File: src/hw/rtl/pre_pkg.sv
// shared types and constants of the pinhole reprojection error block
// no dependencies
package pre_pkg;

   localparam int CSR_IDX_BITS  = 3;
   localparam int CSR_DATA_BITS = 64;
   localparam int COEF_BITS     = 32;
   localparam int ROOT_BITS     = 32;
   localparam int RAD_BITS      = 2 * ROOT_BITS;

   localparam logic [CSR_IDX_BITS-1:0] CSR_K00_K01 = 3'd0;
   localparam logic [CSR_IDX_BITS-1:0] CSR_K02_K10 = 3'd1;
   localparam logic [CSR_IDX_BITS-1:0] CSR_K11_K12 = 3'd2;
   localparam logic [CSR_IDX_BITS-1:0] CSR_K20_K21 = 3'd3;
   localparam logic [CSR_IDX_BITS-1:0] CSR_K22     = 3'd4;

   typedef struct packed {
      logic        [63:0] stamp;
      logic signed [31:0] first_x;
      logic signed [31:0] first_y;
      logic signed [31:0] first_z;
      logic signed [31:0] second_x;
      logic signed [31:0] second_y;
      logic signed [31:0] second_z;
   } req_type;

   typedef struct packed {
      logic [63:0] stamp_out;
      logic [31:0] pixel_error;
      logic        divide_fault;
   } rsp_type;

endpackage

File: src/hw/rtl/pre_sqrt.sv
// pipelined integer square root, one root bit per stage
// depends on pre_pkg for the root and radicand widths
module pre_sqrt (
   input  logic                         clock,
   input  logic [pre_pkg::ROOT_BITS-1:0] en,
   input  logic [pre_pkg::RAD_BITS-1:0]  rad,
   output logic [pre_pkg::ROOT_BITS-1:0] root
);
   import pre_pkg::*;

   logic [ROOT_BITS-1:0] root_ff [ROOT_BITS];
   logic [ROOT_BITS:0]   rem_ff  [ROOT_BITS-1];
   logic [RAD_BITS-1:0]  rad_ff  [ROOT_BITS-1];

   for (genvar g = 0; g < ROOT_BITS; g++) begin : g_stage
      logic [ROOT_BITS-1:0] root_prev;
      logic [ROOT_BITS:0]   rem_prev;
      logic [RAD_BITS-1:0]  rad_prev;
      logic [ROOT_BITS+2:0] shift;
      logic [ROOT_BITS+1:0] trial;
      logic [ROOT_BITS+3:0] diff;
      logic                 ge;

      if (g == 0) begin : g_first
         assign root_prev = '0;
         assign rem_prev  = '0;
         assign rad_prev  = rad;
      end else begin : g_next
         assign root_prev = root_ff[g-1];
         assign rem_prev  = rem_ff[g-1];
         assign rad_prev  = rad_ff[g-1];
      end

      // two radicand bits a stage, trial value 4*root+1
      assign shift = {rem_prev, rad_prev[RAD_BITS-1 -: 2]};
      assign trial = {root_prev, 2'b01};
      assign diff  = {1'b0, shift} - {2'b00, trial};
      assign ge    = ~diff[ROOT_BITS+3];

      always_ff @(posedge clock) begin
         if (en[g]) begin
            root_ff[g] <= {root_prev[ROOT_BITS-2:0], ge};
         end
      end

      if (g < ROOT_BITS - 1) begin : g_keep
         always_ff @(posedge clock) begin
            if (en[g]) begin
               rem_ff[g] <= ge ? diff[ROOT_BITS:0] : shift[ROOT_BITS:0];
               rad_ff[g] <= rad_prev << 2;
            end
         end
      end
   end

   assign root = root_ff[ROOT_BITS-1];

endmodule

File: config.mk
export PLATFORM = sky130hd
export DESIGN_NAME = pre_sqrt
export DESIGN_NICKNAME = d
export VERILOG_FILES = /design/src/hw/rtl/pre_pkg.sv /design/src/hw/rtl/pre_sqrt.sv
export SDC_FILE = /design/constraint.sdc
export NUM_CORES = 2
export LEC_CHECK = 0
export BUFFER_PORTS_ARGS = -buffer_cell sky130_fd_sc_hd__buf_2
export CAP_MARGIN = 10
export CORE_UTILIZATION = 40
export CTS_BUF_LIST = sky130_fd_sc_hd__clkbuf_16
export CTS_CLUSTER_SIZE = 28
export DETAILED_ROUTE_END_ITERATION = 7
export PLACE_DENSITY_LB_ADDON = 0.3
export SLEW_MARGIN = 20
export SYNTH_ARGS = -nofsm -noshare
export SYNTH_HDL_FRONTEND = slang
export SYNTH_SLANG_ARGS = --single-unit
File: constraint.sdc
create_clock -name clock -period 5.1 [get_ports clock]
set_clock_uncertainty 0.05 [all_clocks]
set_input_delay 0.765 -clock clock [delete_from_list [all_inputs] [get_ports clock]]
set_output_delay 0.765 -clock clock [all_outputs]
set_load 0.05 [all_outputs]
After elaboration in Yosys (flattened, before gate mapping). Memory sizes are Yosys's and may differ from the RTL's. Cells that the tools add are included.

Bits in registers: 0. Memories kept: 3. Memory bits (writable): 3969. Bits of input ports: 97. Output and inout bits: 32. Word-level logic and storage cells: 162.

Memory list: rad_ff (words 31, width 62, rd ports 31, clocked after Yosys merged registers in 0, wr ports 31, line pre_sqrt.sv:13) `logic [RAD_BITS-1:0] rad_ff [ROOT_BITS-1];`; root_ff (words 32, width 32, rd ports 32, clocked after Yosys merged registers in 0, wr ports 32, line pre_sqrt.sv:11) `logic [ROOT_BITS-1:0] root_ff [ROOT_BITS];`; rem_ff (words 31, width 33, rd ports 31, clocked after Yosys merged registers in 0, wr ports 31, line pre_sqrt.sv:12) `logic [ROOT_BITS:0] rem_ff [ROOT_BITS-1];`.

Bitwise logic cells: 32. $add $sub $neg: 32. Mux-type cells: 95.

Operator list (number): 35-bit by 34-bit subtractor with 36-bit output (31); 33-bit two-way mux (31); 1-bit two-way mux (64); 1-bit inverter (32); 2-bit by 1-bit subtractor with 3-bit output, second input constant (1).

Longest topological paths before layout. An unclocked memory read counts as a cell.

Word-level depth: 3. Gate-level depth with buffers: 15. Gate-level depth less buffers: 14.

Worst setup path before layout. Ideal clock, no wire load.

Path type: register to register. Start point: mem rem_ff[0][275] (netlist name). End point: mem rem_ff[0][311] (netlist name), data pin. Data arrival time: 3.452 ns. Buffers on the path: 3. Setup slack: 1.327 ns. Cell stages (with the launch flop): 14. Cells stage by stage: edfxtp_1 -> or4_4 -> or3_4 -> or3_4 -> or4_1 -> buf_2 -> or3_4 -> nor3_2 -> and2_1 -> buf_6 -> or3_1 -> buf_6 -> nor4_1 -> xor2_1.

RTL lines (line): start, declared (pre_sqrt.sv:12).

==> metrics.txt <==
Seq/Total Area, Yosys 65.6%; most common cell after layout, fill and taps aside edfxtp_1; layout cells sized above 1 7.61%; maxcap violations 0; status completed; fin nets 9695; sequential share of power 47.6%; initial antenna violation count 7; Syn Std Cell Area 114000 µm²; Initial Util 40.3%; Fmax achieved 236 MHz; GRT Total Usage 15.1%; Vias 66700; CP endpoint kind register; Ports 129; worst slew pin tran 0.994 ns; core area 283000 µm²; dpl ws 0.864 ns; remaining antenna violation count after routing 0; drt pass-1 iters 6; residual DRC count 0; Internal Pwr Total 41600 µW; DP HPWL 161000 µm; Max clock buf depth 4; TritonCTS Sinks 2485; Die W 535 µm; vias in the first global route 67000; final hold violations 0; die height 535 µm; Clock transition at path regs 0.06 ns; clock root buffer clkbuf_16; setup TNS 0 ns; Die Footprint 287000 µm²; most frequent cells in the layout 2485 x edfxtp_1, 752 x inv_1, 642 x nand2_1; CP max FO 11; total wire length 219000 µm; drt wl/cell 16.8 µm; CTS H-tree depth 5; cell count after synthesis 8709; Clock power frac 32.8%; largest net degree at the start of global routing 82; Gate power share 19.6%; CP Launch Point rem_ff[0][275]$_DFFE_PP_; Power Total 57700 µW; Area after DPL 119000 µm²; Clock Latency Late Sink 0.89 ns; remaining global-route overflow 0; Pleak 0.0491 µW; drt via density 5.12; crit path DAT 4.80 ns; Post-CTS Setup Repair Bufs 0; period utilization 83.0%; startpoint type of the worst setup path register; CP Data Required Time 5.67 ns; Multi-input gate area 35900 µm²; TritonCTS Buffers 276; PnR worst setup slack 0.865 ns; Worst R2R Start rem_ff[0][275]$_DFFE_PP_; Final Setup Violations 0; RSZ-0062 raised after global routing no; VDD IR max 0.000384 V; CTS tree yes; Max Slew Vio Count 0; pwr dens 450 nW/µm²; Hold Crit Start rad[2]; Yosys cell types 79; worst setup path class reg2reg; GP Congestion 0.882; Worst slew margin 33.5%; flops & latches, synth 2485; Synth Flop Type edfxtp_1; Psw 16100 µW; fin area 128000 µm²; Switching Share 27.9%; Synth Area per Inst 13.1 µm²; number of core rows 195; Hold Crit Class in2reg; number of synthesized flops with an enable pin 2485; first-pass GRT wire length 351000 µm; sequential cell area 74600 µm²; number of buffers added on ports 128; Post-synth ARST share 0%; Synthesis Warnings 0; DRT iter0 DRCs 4280; minimum clock period 4.24 ns; Area growth syn-to-layout 12.9%; fillers 25100
repair_timing:
item,4_1_cts,5_1_grt
hold buffers,60,0
resized for setup,0,0
endpoints found under the hold margin,60,0
setup endpoints to repair,0,0
routing by layer:
| layer | GRT usage, % | share of wire [%] | routed length (µm) |
|---|---|---|---|
| met4 | 5.31 | 3.2 | 6910 |
| met1 | 17.9 | 42 | 91000 |
| met2 | 27.8 | 52 | 113000 |
| met3 | 2.01 | 3.7 | 8170 |
| met5 | 0 | 0 | 0 |
cell families (layout without fill, tap and decap cells):
logic type	count (synthesis)	in the layout	synth area share, %
other	1	5	0.00330
DFF	2485	2485	65.6
and+or+nand+nor	2152	2152	9.14
buffers and inverters	881	1453	2.93
muxes	70	70	0.672
adders and majority gates	526	526	5.79
AOI/OAI and AO/OA	1819	1819	9.90
xor gates and xnor gates	775	775	5.97
flip-flops by register name, summed over array words and instances, names as in the netlist:
| name | count |
|---|---|
| root_ff | 528 |
| rad_ff | 992 |
| rem_ff | 965 |
final cells by class:
class,instances,area share (%)
Timing Repair Buffer,259,1.45
Multi-Input combinational cell,5344,27.9
Clock buffer,281,5.48
Sequential cell,2485,58.1
Antenna cell,3,0.00585
Inverter,706,2.06
Tap cell,3743,3.65
Clock inverter,207,1.30
stage by stage:
| stage | instances | hold slack (ns) | utilization, % |
|---|---|---|---|
| after floorplan | 8710 | 0.350 | - |
| after global placement | 12500 | 0.351 | 42.1 |
| after detailed placement | 12500 | 0.355 | 42.1 |
| after CTS | 13000 | 0.0118 | 45.4 |
| after global routing | 13000 | 0.0319 | 45.4 |
| final | 13000 | 0.0874 | 45.4 |
worst paths after layout:
check / endpoint / cells past startpoint / slack (ns)
max reg2reg: rem_ff[0][315]$_DFFE_PP_ / 10 / 0.86
max: rem_ff[0][315]$_DFFE_PP_ / 10 / 0.86
min reg2reg: rad_ff[0][968]$_DFFE_PP_ / 0 / 0.35
min: rad_ff[0][2]$_DFFE_PP_ / 1 / 0.09
power groups by stage:
stage               logic, µW  clock network (µW)  registers [µW]
finish                  11300               19000           27500
global route            12700               20300           27700
CTS                     11400               19600           27500
detailed placement      11200                   0           27900
global placement        11000                   0           27900
floorplan                8480                   0           27100
synth_stat cells (12+ instances only):
cell type	n	area (µm²)
edfxtp_1	2485	74600
inv_1	703	2640
nand2_1	642	2410
a21oi_1	532	2660
ha_1	526	6580
nor2_1	524	1970
o21ai_0	523	2620
xor2_1	412	3610
xnor2_1	363	3180
a21o_1	223	1670
nor3_1	210	1050
clkbuf_1	156	586
nand3_1	106	531
nand2b_1	104	651
o21a_1	100	751
or3_1	91	569
nor4_1	87	544
nor2b_1	75	469
o31ai_1	67	503
nand4_1	65	407
mux2_2	51	574
and3_1	49	307
or4_1	47	353
o21bai_1	43	323
a31oi_1	40	250
a211oi_1	37	278
or2_2	34	213
and2_1	33	206
nand3b_1	29	218
o211ai_1	26	195
a21boi_0	23	173
mux2i_1	19	190
a41o_1	16	160
a211o_1	14	123
o2111ai_1	13	114
a2111oi_0	12	105
a311oi_1	12	105
a41oi_1	12	105
nor3b_1	12	90.1
o41ai_1	12	105
critical path, cell delays in order (launching register included):
cell	delay, ns
edfxtp_1	0.42
or4_4	0.57
or3_4	0.36
or3_4	0.38
or4_1	0.59
or3_4	0.44
nor3_2	0.18
and2_1	0.32
or3_1	0.41
nor3_1	0.12
xor2_1	0.16
(Power assumes the default switching activity.)
